File: config.mk
export PLATFORM = sky130hd
export DESIGN_NAME = thick_line_rasterizer
export DESIGN_NICKNAME = d
export VERILOG_FILES = /design/src/rtl/tlr_pkg.sv /design/src/rtl/thick_line_rasterizer.sv
export SDC_FILE = /design/constraint.sdc
export NUM_CORES = 1
export LEC_CHECK = 0
export BUFFER_PORTS_ARGS = -buffer_cell sky130_fd_sc_hd__buf_2
export CORE_MARGIN = 4
export CORE_UTILIZATION = 45
export CTS_CLUSTER_DIAMETER = 30
export DETAILED_ROUTE_END_ITERATION = 12
export SLEW_MARGIN = 20
export SYNTH_ARGS = -nofsm -noshare
export SYNTH_HDL_FRONTEND = slang
export SYNTH_SLANG_ARGS = --single-unit
File: constraint.sdc
create_clock -name clock -period 13.17 [get_ports clock]
set_clock_uncertainty 0.2 [all_clocks]
set_input_delay 2.634 -clock clock [delete_from_list [all_inputs] [get_ports clock]]
set_output_delay 2.634 -clock clock [all_outputs]
set_load 0.02 [all_outputs]
File: src/rtl/tlr_pkg.sv
// ----------------------------------------------------------------------------
// tlr_pkg: shared types and constants of the thick line rasterizer
// Coordinate and width sizes, request codes and the item structs of the
// request and response channels.
// ----------------------------------------------------------------------------
package tlr_pkg;

   // field widths
   localparam int COORD_BITS = 10;
   localparam int WIDTH_BITS = 6;
   localparam int PIX_BITS   = 12;

   // internal widths derived from the field widths
   localparam int IDX_BITS  = WIDTH_BITS + 1;
   localparam int MUL_BITS  = COORD_BITS + WIDTH_BITS + 2;
   localparam int PROD_BITS = 2 * MUL_BITS;
   localparam int LIM_BITS  = 2 * (COORD_BITS + WIDTH_BITS) + 1;
   localparam int CUR_BITS  = (COORD_BITS + 1 > PIX_BITS) ? COORD_BITS + 1 : PIX_BITS;
   localparam int ERR_BITS  = COORD_BITS + 3;

   // request codes
   localparam logic REQ_START = 1'b0;
   localparam logic REQ_STEP  = 1'b1;

   typedef struct packed {
      logic                  req_type;
      logic [COORD_BITS-1:0] x_start;
      logic [COORD_BITS-1:0] y_start;
      logic [COORD_BITS-1:0] x_end;
      logic [COORD_BITS-1:0] y_end;
      logic [WIDTH_BITS-1:0] line_width;
   } tlr_req_type;

   typedef struct packed {
      logic signed [PIX_BITS-1:0] pixel_x;
      logic signed [PIX_BITS-1:0] pixel_y;
      logic                       last_pixel;
   } tlr_rsp_type;

endpackage

File: src/rtl/thick_line_rasterizer.sv
// A step item's pixel is registered and shows on rsp the cycle after it is accepted.
// One pixel per cycle along a line while rsp is not stalled; a step that opens a new
// positive offset pass then runs the pass-existence square test (MI, SQI, CMP).
// A start item keeps the sequencer busy through states LX to CMP of the shared multiplier
// (width limit, then the first pass test). Synchronous reset leaves it idle.
// ----------------------------------------------------------------------------
// thick_line_rasterizer: Bresenham line widened by parallel offset copies
// A small sequencer drives one shared multiplier that forms the squared
// width limit on start and the squared offset test before each new positive pass.
// ----------------------------------------------------------------------------
module thick_line_rasterizer (
   input  logic                 clock,
   input  logic                 reset,
   input  logic                 req_valid,
   output logic                 req_ready,
   input  tlr_pkg::tlr_req_type req_item,
   output logic                 rsp_valid,
   input  logic                 rsp_ready,
   output tlr_pkg::tlr_rsp_type rsp_item
);
   import tlr_pkg::*;

   // sequencer states
   localparam logic [3:0] ST_IDLE = 4'd0;
   localparam logic [3:0] ST_LX   = 4'd1;
   localparam logic [3:0] ST_SQX  = 4'd2;
   localparam logic [3:0] ST_LY   = 4'd3;
   localparam logic [3:0] ST_SQY  = 4'd4;
   localparam logic [3:0] ST_SUM  = 4'd5;
   localparam logic [3:0] ST_MI   = 4'd6;
   localparam logic [3:0] ST_SQI  = 4'd7;
   localparam logic [3:0] ST_CMP  = 4'd8;

   function automatic logic signed [ERR_BITS-1:0] err_init(
      input logic [COORD_BITS-1:0] mnr,
      input logic [COORD_BITS-1:0] mjr
   );
      logic signed [ERR_BITS-1:0] m2;
      logic signed [ERR_BITS-1:0] mj;
      m2 = $signed({2'b00, mnr, 1'b0});
      mj = $signed({3'b000, mjr});
      return m2 - mj;
   endfunction

   logic [3:0]                   state_ff, state_in;
   logic                         busy_ff, busy_in;
   logic signed [CUR_BITS-1:0]   cur_x_ff, cur_x_in;
   logic signed [CUR_BITS-1:0]   cur_y_ff, cur_y_in;
   logic [COORD_BITS-1:0]        base_x_ff, base_x_in;
   logic [COORD_BITS-1:0]        base_y_ff, base_y_in;
   logic [COORD_BITS-1:0]        end_major_ff, end_major_in;
   logic [COORD_BITS-1:0]        dx_ff, dx_in;
   logic [COORD_BITS-1:0]        dy_ff, dy_in;
   logic [1:0]                   signs_ff, signs_in;
   logic                         steep_ff, steep_in;
   logic signed [ERR_BITS-1:0]   err_ff, err_in;
   logic [IDX_BITS-1:0]          idx_ff, idx_in;
   logic                         neg_ff, neg_in;
   logic [LIM_BITS-1:0]          limit_ff, limit_in;
   logic [WIDTH_BITS-1:0]        wm1_ff, wm1_in;
   logic [PROD_BITS-1:0]         prod_ff, prod_in;
   logic                         more_ff, more_in;
   logic                         rsp_valid_ff, rsp_valid_in;
   tlr_rsp_type                  rsp_item_ff, rsp_item_in;

   logic                         req_accept;
   logic                         step_emit;
   logic [COORD_BITS-1:0]        s_dx, s_dy;
   logic                         s_steep;
   logic [CUR_BITS-1:0]          major_pos;
   logic                         at_end;
   logic                         advance_i;
   logic                         last;
   logic [COORD_BITS-1:0]        mnr_d, mjr_d;
   logic signed [ERR_BITS-1:0]   err_minor2, err_diff2;
   logic signed [CUR_BITS-1:0]   x_step, y_step;
   logic signed [CUR_BITS-1:0]   off;
   logic [CUR_BITS-1:0]          off_mag;
   logic [IDX_BITS:0]            idx_p1;
   logic [MUL_BITS-1:0]          mul_a, mul_b;
   logic [PROD_BITS-1:0]         mul_p;
   logic [MUL_BITS-1:0]          prod_low;
   logic [PROD_BITS-1:0]         lim_ext;

   // handshake
   assign req_ready  = (state_ff == ST_IDLE) && (!rsp_valid_ff || rsp_ready);
   assign req_accept = req_valid && req_ready;
   assign step_emit  = req_accept && (req_item.req_type == REQ_STEP) && busy_ff;
   assign rsp_valid  = rsp_valid_ff;
   assign rsp_item   = rsp_item_ff;

   // start geometry from the request fields
   always_comb begin
      s_dx    = (req_item.x_start < req_item.x_end) ? req_item.x_end - req_item.x_start
                                                    : req_item.x_start - req_item.x_end;
      s_dy    = (req_item.y_start < req_item.y_end) ? req_item.y_end - req_item.y_start
                                                    : req_item.y_start - req_item.y_end;
      s_steep = s_dy > s_dx;
   end

   // position along the current pass
   assign major_pos = steep_ff ? cur_y_ff : cur_x_ff;
   assign at_end    = major_pos == {{(CUR_BITS-COORD_BITS){1'b0}}, end_major_ff};
   assign advance_i = (idx_ff == '0) || neg_ff;
   assign last      = at_end && advance_i && !more_ff;

   // error term increments
   assign mnr_d      = steep_ff ? dx_ff : dy_ff;
   assign mjr_d      = steep_ff ? dy_ff : dx_ff;
   assign err_minor2 = $signed({2'b00, mnr_d, 1'b0});
   assign err_diff2  = err_minor2 - $signed({2'b00, mjr_d, 1'b0});
   assign x_step     = signs_ff[0] ? -CUR_BITS'(1) : CUR_BITS'(1);
   assign y_step     = signs_ff[1] ? -CUR_BITS'(1) : CUR_BITS'(1);

   // shared multiplier and its operand select
   assign prod_low = prod_ff[MUL_BITS-1:0];
   assign idx_p1   = {1'b0, idx_ff} + (IDX_BITS+1)'(1);
   assign lim_ext  = {{(PROD_BITS-LIM_BITS){1'b0}}, limit_ff};
   always_comb begin
      unique case (state_ff)
         ST_LX: begin
            mul_a = {{(MUL_BITS-WIDTH_BITS){1'b0}}, wm1_ff};
            mul_b = {{(MUL_BITS-COORD_BITS){1'b0}}, dx_ff};
         end
         ST_LY: begin
            mul_a = {{(MUL_BITS-WIDTH_BITS){1'b0}}, wm1_ff};
            mul_b = {{(MUL_BITS-COORD_BITS){1'b0}}, dy_ff};
         end
         ST_MI: begin
            mul_a = {{(MUL_BITS-IDX_BITS-1){1'b0}}, idx_p1};
            mul_b = {{(MUL_BITS-COORD_BITS){1'b0}}, mjr_d};
         end
         default: begin
            mul_a = prod_low;
            mul_b = prod_low;
         end
      endcase
   end
   assign mul_p = mul_a * mul_b;

   // next state
   always_comb begin
      state_in     = state_ff;
      busy_in      = busy_ff;
      cur_x_in     = cur_x_ff;
      cur_y_in     = cur_y_ff;
      base_x_in    = base_x_ff;
      base_y_in    = base_y_ff;
      end_major_in = end_major_ff;
      dx_in        = dx_ff;
      dy_in        = dy_ff;
      signs_in     = signs_ff;
      steep_in     = steep_ff;
      err_in       = err_ff;
      idx_in       = idx_ff;
      neg_in       = neg_ff;
      limit_in     = limit_ff;
      wm1_in       = wm1_ff;
      prod_in      = mul_p;
      more_in      = more_ff;
      rsp_valid_in = rsp_valid_ff && !rsp_ready;
      rsp_item_in  = rsp_item_ff;
      off_mag      = '0;
      off          = '0;

      unique case (state_ff)
         ST_IDLE: begin
            if (req_accept && (req_item.req_type == REQ_START)) begin
               // latch the new line, centre pass first
               base_x_in    = req_item.x_start;
               base_y_in    = req_item.y_start;
               dx_in        = s_dx;
               dy_in        = s_dy;
               signs_in     = {!(req_item.y_start < req_item.y_end),
                               !(req_item.x_start < req_item.x_end)};
               steep_in     = s_steep;
               end_major_in = s_steep ? req_item.y_end : req_item.x_end;
               wm1_in       = (req_item.line_width == '0) ? '0
                                                          : req_item.line_width - 1'b1;
               idx_in       = '0;
               neg_in       = 1'b0;
               cur_x_in     = {{(CUR_BITS-COORD_BITS){1'b0}}, req_item.x_start};
               cur_y_in     = {{(CUR_BITS-COORD_BITS){1'b0}}, req_item.y_start};
               err_in       = s_steep ? err_init(s_dx, s_dy) : err_init(s_dy, s_dx);
               busy_in      = 1'b1;
               state_in     = ST_LX;
            end else if (step_emit) begin
               rsp_valid_in           = 1'b1;
               rsp_item_in.pixel_x    = cur_x_ff[PIX_BITS-1:0];
               rsp_item_in.pixel_y    = cur_y_ff[PIX_BITS-1:0];
               rsp_item_in.last_pixel = last;
               if (!at_end) begin
                  // one bresenham step
                  if (err_ff[ERR_BITS-1]) begin
                     err_in = err_ff + err_minor2;
                  end else begin
                     err_in = err_ff + err_diff2;
                     if (steep_ff) begin
                        cur_x_in = cur_x_ff + x_step;
                     end else begin
                        cur_y_in = cur_y_ff + y_step;
                     end
                  end
                  if (steep_ff) begin
                     cur_y_in = cur_y_ff + y_step;
                  end else begin
                     cur_x_in = cur_x_ff + x_step;
                  end
               end else if (last) begin
                  busy_in = 1'b0;
               end else begin
                  // open the next offset pass
                  if (advance_i) begin
                     idx_in   = idx_ff + 1'b1;
                     neg_in   = 1'b0;
                     state_in = ST_MI;
                  end else begin
                     neg_in = 1'b1;
                  end
                  off_mag  = {{(CUR_BITS-IDX_BITS){1'b0}}, idx_in};
                  off      = neg_in ? -$signed(off_mag) : $signed(off_mag);
                  cur_x_in = $signed({{(CUR_BITS-COORD_BITS){1'b0}}, base_x_ff})
                             + (steep_ff ? off : '0);
                  cur_y_in = $signed({{(CUR_BITS-COORD_BITS){1'b0}}, base_y_ff})
                             + (steep_ff ? '0 : off);
                  err_in   = err_init(mnr_d, mjr_d);
               end
            end
         end
         ST_LX:  state_in = ST_SQX;
         ST_SQX: state_in = ST_LY;
         ST_LY: begin
            limit_in = prod_ff[LIM_BITS-1:0];
            state_in = ST_SQY;
         end
         ST_SQY: state_in = ST_SUM;
         ST_SUM: begin
            limit_in = limit_ff + prod_ff[LIM_BITS-1:0];
            state_in = ST_MI;
         end
         ST_MI:  state_in = ST_SQI;
         ST_SQI: state_in = ST_CMP;
         ST_CMP: begin
            // (2*(i+1)*major)^2 < limit
            more_in  = {prod_ff[PROD_BITS-3:0], 2'b00} < lim_ext;
            state_in = ST_IDLE;
         end
         default: state_in = ST_IDLE;
      endcase
   end

   // control registers
   always_ff @(posedge clock) begin
      if (reset) begin
         state_ff     <= ST_IDLE;
         busy_ff      <= 1'b0;
         rsp_valid_ff <= 1'b0;
      end else begin
         state_ff     <= state_in;
         busy_ff      <= busy_in;
         rsp_valid_ff <= rsp_valid_in;
      end
   end

   // datapath registers
   always_ff @(posedge clock) begin
      cur_x_ff     <= cur_x_in;
      cur_y_ff     <= cur_y_in;
      base_x_ff    <= base_x_in;
      base_y_ff    <= base_y_in;
      end_major_ff <= end_major_in;
      dx_ff        <= dx_in;
      dy_ff        <= dy_in;
      signs_ff     <= signs_in;
      steep_ff     <= steep_in;
      err_ff       <= err_in;
      idx_ff       <= idx_in;
      neg_ff       <= neg_in;
      limit_ff     <= limit_in;
      wm1_ff       <= wm1_in;
      prod_ff      <= prod_in;
      more_ff      <= more_in;
      rsp_item_ff  <= rsp_item_in;
   end

   // checks
   a_busy_when_sequencing: assert property (@(posedge clock) disable iff (reset)
      (state_ff != ST_IDLE) |-> (busy_ff && !req_ready))
      else $error("sequencer running without a line or while ready");

   a_start_runs_limit: assert property (@(posedge clock) disable iff (reset)
      (req_accept && (req_item.req_type == REQ_START)) |=> (state_ff == ST_LX))
      else $error("start item did not launch width limit sequence");

   a_last_ends_line: assert property (@(posedge clock) disable iff (reset)
      (step_emit && last) |=> (!busy_ff && rsp_valid_ff && rsp_item_ff.last_pixel))
      else $error("final pixel did not end the line");

   a_no_emit_when_idle: assert property (@(posedge clock) disable iff (reset)
      (req_accept && !busy_ff && !rsp_valid_ff) |=> !rsp_valid_ff)
      else $error("item emitted with no line in progress");

endmodule

# Word level (Yosys, flattened, before mapping)
# Index checks and enable logic that the tools add are counted.
# totals
reg_bits	203
input_bits	51
out_inout_bits	27
elab_cells	161
# classes
add_sub_neg	19
n_mul	1
n_lt_le_gt_ge	4
eq_ne	17
muxes	63
bitwise	2
n_reduce_logical	31
# ops
cell	n
$mux W12	16
$mux W13	6
$mux W10	7
$pmux W33 S2	1
$mux W7	9
$pmux W18 S3	1
$sub A10 B10 Y10	4
$lt A36 B33 Y1	1
$pmux W18 S2	1
$sub A11 B10 Y12	3
$mul A18 B18 Y34	1
$add A33 B33 Y33	1
$pmux W4 S8	1
$add A13 B12 Y13	2
$add A10 B12 Y12	2
$add A12 B12 Y12	2
$lt A10 B10 Y1	2
$mux W4	5
$reduce_and A4 Y1	5
$eq A4 B3 Y1 const B	4
$mux W1	16
$ne A3 B2 Y1 const B	5
$eq A12 B10 Y1	1
$neg A7 Y12	1
21 further kinds	40

# Longest topological paths before layout
# Gate-level depths: netlist of the first run.
# depth
ltp_word	17
ltp_mapped	32
depth_no_buf	30

# Least setup slack after synthesis of the first run
# Ideal clock, no wire load.
# synth_path
kind	flip-flop to flip-flop
startpoint	reg steep_ff
endpoint	reg prod_ff[32]
setup_ns	0.072
t_arrival_ns	7.624
required_time_ns	12.898
slack_ns	5.274
stages_incl_launch_ff	32
n_path_buf	3
period_less_slack_ns	7.896
path_cell_list	edfxtp_1 buf_6 clkbuf_1 clkbuf_1 nor3b_1 a21oi_1 nor2_1 a222oi_1 nor2_1 fa_1 inv_1 fa_1 inv_1 fa_1 inv_1 fa_1 inv_1 fa_1 inv_1 fa_1 inv_1 ha_1 nor2b_1 o21ai_0 o211a_1 o31ai_1 a31o_2 a41o_1 nor4_1 nor3_1 a221oi_1 xnor2_1
# synth_via
elab_chain_cells	3
# synth_rtl
item	line	rtl
start: declaration	thick_line_rasterizer.sv:55	logic steep_ff, steep_in;
start signal: assignment	thick_line_rasterizer.sv:275	steep_ff <= steep_in;
$mux W10	thick_line_rasterizer.sv:109	assign mjr_d = steep_ff ? dy_ff : dx_ff;
$pmux W18 S3	thick_line_rasterizer.sv:120	unique case (state_ff)
$mul A18 B18 Y34	thick_line_rasterizer.sv:139	assign mul_p = mul_a * mul_b;
via mul_p[32]	thick_line_rasterizer.sv:81	logic [PROD_BITS-1:0] mul_p;
end signal: assignment	thick_line_rasterizer.sv:281	prod_ff <= prod_in;
end: declaration	thick_line_rasterizer.sv:61	logic [PROD_BITS-1:0] prod_ff, prod_in;
# The timed path passes the listed nets, and every way through them passes these cells.
# A chain may end at the register's enable or synchronous reset.

# Worst setup path after layout of the first run
# layout_path
startpoint	reg state_ff[1]
endpoint	reg prod_ff[33]
# layout_via
elab_chain_cells	4
elab_cells_between_ends	7
cone_classes	1 x mul; 3 x eq/ne; 2 x mux; 1 x reduce/logical
# layout_rtl
item	line	rtl
start: declaration	thick_line_rasterizer.sv:45	logic [3:0] state_ff, state_in;
start signal: assignment	thick_line_rasterizer.sv:259	state_ff <= state_in;
$eq A4 B2 Y1 / $eq A4 B1 Y1 (equally long branches)	thick_line_rasterizer.sv:120	
$reduce_or A2 Y1 (no line)	--	
$pmux W18 S2	thick_line_rasterizer.sv:120	
$mul A18 B18 Y34 *	thick_line_rasterizer.sv:139	
via mul_p[33]	thick_line_rasterizer.sv:81	
# The timed path passes the listed nets; every way through them passes the cells marked *.

==> reports/qor.log, run 1 <==
[outcome] status complete, no violations
[logic_synthesis] area share of the largest cell type after synthesis 0.2001
[detailed_routing] number of vias per cell after detailed routing 5.400
[sta] number of max-slew violations in the final report 0
[cts] TritonCTS clock tree yes
[cells_and_area] flip-flop and latch area 5665 sq um
[cells_and_area] antenna cell count 0
[worst_hold_path] worst min-delay path class register to register
[logic_synthesis] synthesized flop and latch total 202
[cts] post-CTS setup buffers 0
[sta] slew of the pin with the lowest slew margin 1.085 ns
[cells_and_area] Multi-input gate area 18630 sq um
[cells_and_area] count of nets after finishing 3730
[grt] number of antenna violations at the first check in global routing 2
[sta] Rel. slew slack 0.2765
[grt] number of global-route vias before repair 22190
[cts] hold-fix buffer count after cts 0
[grt] largest net degree at the start of global routing 68
[logic_synthesis] cell area after synthesis 26810 sq um
[floorplan] I/O pin count 78
[logic_synthesis] sequential share of the synthesized area 0.2113
[cells_and_area] fillers 5430
[floorplan] row cnt 89
[logic_synthesis] Avg Cell Area, Syn 8.797 sq um
[detailed_routing] number of DRC violations after detailed-routing iteration 0 1453
[sta] final hold violation count 0
[detailed_routing] final wirelength 74080 microns
[detailed_routing] vias after detailed routing 21290
[cts] number of buffers created by CTS 68
[sta] final setup violation count 0
[cts] post-cts resize count 0
[logic_synthesis] Post-Syn Instances 3048
[logic_synthesis] Yosys warning count 0
[sta] RSZ-0062 raised after global routing false
[logic_synthesis] synth top area cells fa_1, edfxtp_1, ha_1, inv_1, nand2_1
[cells_and_area] synthesis-to-finish area growth 13.13%
[critical_path] worst setup path category register to register
[cts] register clock-pin slew on the reported worst setup and hold paths 0.04 ns
[critical_path] Critical Path Sink Type register
[critical_path] largest stage delay on the critical path 1.05 ns
[grt] total overflow reported by the global router 0
[detailed_routing] routed length per placed instance 18.79 microns
[sta] Fmax achieved 106.7 MHz
[detailed_routing] remaining antenna violation count after routing 0
[placed_design] IO Port Bufs 77
[grt] global-route wire length before repair 119200 microns
[logic_synthesis] number of enable-type register cells in the synthesized netlist 162
[job] max-cap viol count 0
[floorplan] floorplan die height 252.1 microns
[floorplan] Horiz. Die Dim 252.1 microns
[logic_synthesis] Yosys top cell by area fa_1
[detailed_routing] DRC violations left 0
[detailed_routing] first drt pass iteration count 5
[floorplan] Die Outline Area 63560 sq um
[cts] TritonCTS sink count 202
[grt] overall routing resource usage 0.2361
[logic_synthesis] most frequently used flop master after synthesis edfxtp_1
[critical_path] endpoint arrival time on the critical path 9.64 ns
[cts] deepest level of the CTS H-tree 3
[sta] final period demand of the worst path 9.374 ns
[logic_synthesis] Synth Net Count 3659
[critical_path] crit-path max FO 16
[floorplan] Starting Density 0.4543
[critical_path] CP required 13.44 ns
[placed_design] GP Congestion 0.9022
[critical_path] buffers plus inverters on the worst setup path 6
[floorplan] area of the core 59020 sq um
[logic_synthesis] most frequent cell after synthesis inv_1
[logic_synthesis] share of synthesized flip-flops with an asynchronous set or reset 0
[cts] maximum count of clock buffers along a single path 3
[cts] worst skew pair latency 0.59 ns
[sta] Period Utilization, post-route 0.7118
[critical_path] Largest delay share family, worst path adder cells
[cts] root buf cell clkbuf_16
[cells_and_area] fraction of final layout cells with drive strength greater than 1 0.08204
[critical_path] Worst Setup Start Kind register
[critical_path] master of the slowest instance on the critical path a222oi_1
[logic_synthesis] Yosys cell types 84
[logic_synthesis] top cells by count, synth inv_1, nand2_1, ha_1
[placed_design] Detail Placement HPWL 58020 microns
[sta] summed negative setup slack over all endpoints 0 ns
## through the flow
step	hold slack, ns	cells	setup slack [ns]	utilization	cell area (sq um)
3_3_place_gp	0.2775	3821	3.941	0.4737	27960
3_5_place_dp	0.2812	3821	3.778	0.4737	27960
2_1_floorplan	0.2563	3048	5.274	-	26810
5_1_grt	0.3098	3942	3.277	0.5140	30340
6_report	0.2928	3942	3.796	0.5140	30340
4_1_cts	0.2923	3941	3.888	0.5139	30330
## worst reg2reg max path, stage by stage, from the launching register on
cell and delay (ns):
dfxtp_1 0.67, nor3b_1 0.85, nor2_1 0.46, a222oi_1 1.05, nor2_1 0.17, fa_1 0.55
inv_1 0.05, fa_1 0.47, inv_1 0.05, fa_1 0.49, inv_1 0.05, fa_1 0.53
inv_1 0.05, fa_1 0.47, inv_1 0.05, fa_1 0.48, inv_1 0.04, ha_1 0.33
nand4_1 0.16, o311ai_1 0.73, a211oi_1 0.30, o311ai_1 0.36, a21oi_1 0.17, o31ai_1 0.27
a21oi_1 0.12, xnor2_1 0.13
## path summary, 6_finish.rpt
check	startpoint	end	slack, ns	depth (start not counted)
max	state_ff[1]$_SDFFE_PP0P_	prod_ff[33]$_DFF_P_	3.80	25
min	cur_x_ff[7]$_DFFE_PP_	rsp_item[20]$_DFFE_PP_	0.29	0
min reg2reg	cur_x_ff[7]$_DFFE_PP_	rsp_item[20]$_DFFE_PP_	0.29	0
max reg2reg	state_ff[1]$_SDFFE_PP0P_	prod_ff[33]$_DFF_P_	3.80	25
## cells in the final DEF, fill, tap and decap left out, types with 13 or more instances in the layout
master,instances
ha_1,292
nor3_1,32
buf_2,78
nand2b_1,36
edfxtp_1,162
clkbuf_16,74
inv_1,566
nor2b_1,30
nor2_1,185
or3_1,20
nand4_1,15
o21bai_1,30
a21boi_0,13
and2_1,75
o21ai_0,152
xnor2_1,121
xor2_1,46
nand3_1,13
a21o_1,70
a31oi_1,18
a211oi_1,21
and3_1,22
nand2_1,310
mux2i_1,38
buf_4,24
o21a_1,27
a21oi_1,166
dfxtp_1,40
fa_1,268
## final cells by class
cell class / count / area share
tap: 773 / 0.03188
timing repair buffer: 102 / 0.01881
sequential: 202 / 0.1868
clock inverter: 41 / 0.01617
clock buffer: 79 / 0.06199
multi-input combinational: 2176 / 0.6140
inverter: 569 / 0.07041
## state kept, by name, summed over array words and instances (netlist names), 2 cells and up
name	count
end_major_ff	10
idx_ff	7
cur_y_ff	12
cur_x_ff	12
dy_ff	10
base_y_ff	10
prod_ff	34
base_x_ff	10
wm1_ff	6
err_ff	12
rsp_item	25
dx_ff	10
limit_ff	33
signs_ff	2
state_ff	4
## per-layer routing
| metal | up-vias | track usage | part of all wire |
|---|---|---|---|
| li1 | 10240 | - | - |
| met5 | - | 0 | 0.00027 |
| met3 | 151 | 0.04209 | 0.058 |
| met4 | 2 | 0.1010 | 0.041 |
| met1 | 10310 | 0.3050 | 0.42 |
| met2 | 583 | 0.3922 | 0.48 |
## kinds of logic (layout without fill, tap and decap cells)
kind of cell               after synthesis  in the layout  synth area share
AOI/OAI and AO/OA                      610            610            0.1452
xor gates and xnor gates               167            167           0.05455
adders and majority gates              568            568            0.3394
buffers and inverters                  670            791           0.09472
DFF                                    202            202            0.2113
muxes                                   50             50           0.01922
and+or+nand+nor                        781            781            0.1356
Power of run 1 is not shown: default switching activity piles up to over one toggle a cycle in this logic, so the estimate is an artifact.
==> inputs of run 2 (changes only) <==
==> constraint.sdc (replaced) <==
create_clock -name clock -period 8.4 [get_ports clock]
set_clock_uncertainty 0.2 [all_clocks]
set_input_delay 1.68 -clock clock [delete_from_list [all_inputs] [get_ports clock]]
set_output_delay 1.68 -clock clock [all_outputs]
set_load 0.02 [all_outputs]
==> run 2 against run 1 <==
Effect of this change: die area stayed put; clock-buffer cell count is 12 lower; first-iteration DRC count is 16% lower; global-route usage is 0.057 points lower; final cell count is 0.63% higher; sequential share of layout area hardly changed; non-clock buffer count is 33 higher; hold slack better by 0.0091 ns; via count is 0.97% higher; routed wire length is 1.1% higher; flip-flop and latch count stayed put; highest routed layer is now met4.
==> reports/qor.log, run 2 (same netlist as run 1, synthesis figures left out) <==
[floorplan] floorplan die height 252.1 microns [unchanged]
[cells_and_area] Largest register FFs 34 [unchanged]
[cts] root buf cell clkbuf_16
[floorplan] I/O pin count 78 [unchanged]
[cts] number of buffers created by CTS 59 [-13%]
[cells_and_area] fraction of final layout cells with drive strength greater than 1 0.09017 [+0.008124]
[placed_design] placed cell areas 28200 sq um [+0.85%]
[job] max-cap viol count 0 [unchanged]
[cts] TritonCTS sink count 202 [unchanged]
[sta] slew of the pin with the lowest slew margin 1.071 ns [-0.01430 ns]
[sta] final period demand of the worst path 7.950 ns [-1.424 ns]
[detailed_routing] final wirelength 74890 microns [+1.1%]
[sta] final setup violation count 0 [unchanged]
[sta] summed negative setup slack over all endpoints 0 ns [unchanged]
[cts] maximum count of clock buffers along a single path 3 [unchanged]
[detailed_routing] routed length per placed instance 18.88 microns [+0.46%]
[cells_and_area] synthesis-to-finish area growth 13.10% [about the same]
[critical_path] largest stage delay on the critical path 0.62 ns [-0.43 ns]
[detailed_routing] number of DRC violations after detailed-routing iteration 0 1215 [-16%]
[grt] total overflow reported by the global router 0 [unchanged]
[worst_hold_path] worst min-delay path class register to register
[placed_design] GP Congestion 0.9244 [+2.5%]
[floorplan] Horiz. Die Dim 252.1 microns [unchanged]
[sta] Fmax achieved 125.8 MHz [+18%]
[detailed_routing] vias after detailed routing 21490 [+0.97%]
[grt] largest net degree at the start of global routing 68 [unchanged]
[floorplan] Die Outline Area 63560 sq um [unchanged]
[critical_path] endpoint arrival time on the critical path 8.29 ns [-1.35 ns]
[sta] number of max-slew violations in the final report 0 [unchanged]
[sta] final hold violation count 0 [unchanged]
[detailed_routing] DRC violations left 0 [unchanged]
[grt] global-route wire length before repair 119500 microns [+0.21%]
[critical_path] crit-path max FO 12 [-4]
[cts] worst skew pair latency 0.63 ns [+0.04 ns]
[critical_path] Worst Setup Start Kind register
[grt] overall routing resource usage 0.2356 [-0.0005708]
[placed_design] IO Port Bufs 77 [unchanged]
[floorplan] area of the core 59020 sq um [unchanged]
[placed_design] Detail Placement HPWL 59860 microns [+3.2%]
[critical_path] worst setup path category register to register
[grt] number of global-route vias before repair 22180 [-0.045%]
[cells_and_area] antenna cell count 0 [unchanged]
[cts] register clock-pin slew on the reported worst setup and hold paths 0.05 ns [about the same]
[cells_and_area] count of nets after finishing 3754 [+0.64%]
[cells_and_area] most common cell after layout, fill and taps aside inv_1
[detailed_routing] number of vias per cell after detailed routing 5.417 [+0.33%]
[sta] Rel. slew slack 0.2850 [+0.008557]
[sta] RSZ-0062 raised after global routing false
[cells_and_area] most used cells in the layout excluding fill and tap cells inv_1, nand2_1, ha_1
[grt] number of antenna violations at the first check in global routing 1 [-1]
[outcome] status complete, no violations
[detailed_routing] remaining antenna violation count after routing 0 [unchanged]
[floorplan] Starting Density 0.4543 [unchanged]
[sta] Period Utilization, post-route 0.9464 [+0.2346]
[detailed_routing] first drt pass iteration count 5 [unchanged]
[critical_path] Critical Path Sink Type register
[cells_and_area] Largest Register prod_ff
[critical_path] master of the slowest instance on the critical path and3_1
[critical_path] CP required 8.74 ns [-4.70 ns]
[critical_path] CP most frequent cell fa_1
[floorplan] row cnt 89 [unchanged]
[cts] TritonCTS clock tree yes
[cells_and_area] Layout Cell Area excl Fill 30330 sq um [about the same]
[cts] deepest level of the CTS H-tree 2 [-1]
## run 2: cell count changes in the layout (fill, tap and decap cells not counted), sizes merged
cell and change:
inv +4, buf +33, clkbuf -12, clkinv -4, clkinvlp +6, bufinv -2
## run 2: per-stage QoR
stage	cells	util	setup slack, ns	hold WS (ns)
final	3967	0.5138	0.4499	0.3019
after global routing	3967	0.5138	0.007065	0.3146
after CTS	3965	0.5136	0.4751	0.3049
after detailed placement	3853	0.4777	0.4744	0.2759
after global placement	3853	0.4777	0.6151	0.2891
after floorplan	3048	-	0.5042	0.2563
## run 2: layout make-up
cell class              instances  area (sq um)
multi-input cells            2176         18620
repair buffers                135         820.8
clock buffers                  67          1623
flip-flops and latches        202          5665
clock inverters                45         493.0
inverters                     569          2136
well taps                     773         967.2
fillers                      5505         28690
## run 2: final timing paths
| path | from | to | slack [ns] | cells past startpoint |
|---|---|---|---|---|
| setup / recovery | state_ff[2]$_SDFFE_PP0P_ | prod_ff[32]$_DFF_P_ | 0.45 | 27 |
| hold / removal | cur_y_ff[10]$_SDFFCE_PP0P_ | rsp_item[11]$_DFFE_PP_ | 0.30 | 0 |
| setup reg to reg | state_ff[2]$_SDFFE_PP0P_ | prod_ff[32]$_DFF_P_ | 0.45 | 27 |
| hold reg to reg | cur_y_ff[10]$_SDFFCE_PP0P_ | rsp_item[11]$_DFFE_PP_ | 0.30 | 0 |
## run 2: layer usage
metal | share of wire | track usage | vias up | wire length (microns)
met4 | 0.038 | 0.08134 | 0 | 2811
met5 | 0 | 0 | - | 0
met3 | 0.052 | 0.03190 | 137 | 3873
met1 | 0.42 | 0.3069 | 10510 | 31680
met2 | 0.49 | 0.4053 | 573 | 36530
li1 | - | - | 10270 | -
## run 2: repair_timing
action,CTS,global route
hold buffers,0,0
buffers inserted,0,2
endpoints found under the hold margin,0,0
resized for setup,0,0
endpoints found under the setup margin,0,1
## run 2: critical path, delay by kind of cell (launching register included)
family	cells	cell delay, ns
fa+ha+maj	7	3.35
simple gates	7	1.70
compound gates	6	1.44
buf+inv	6	0.54
flops	1	0.49
xor+xnor	1	0.15
Power of run 2 is left out for the same reason.
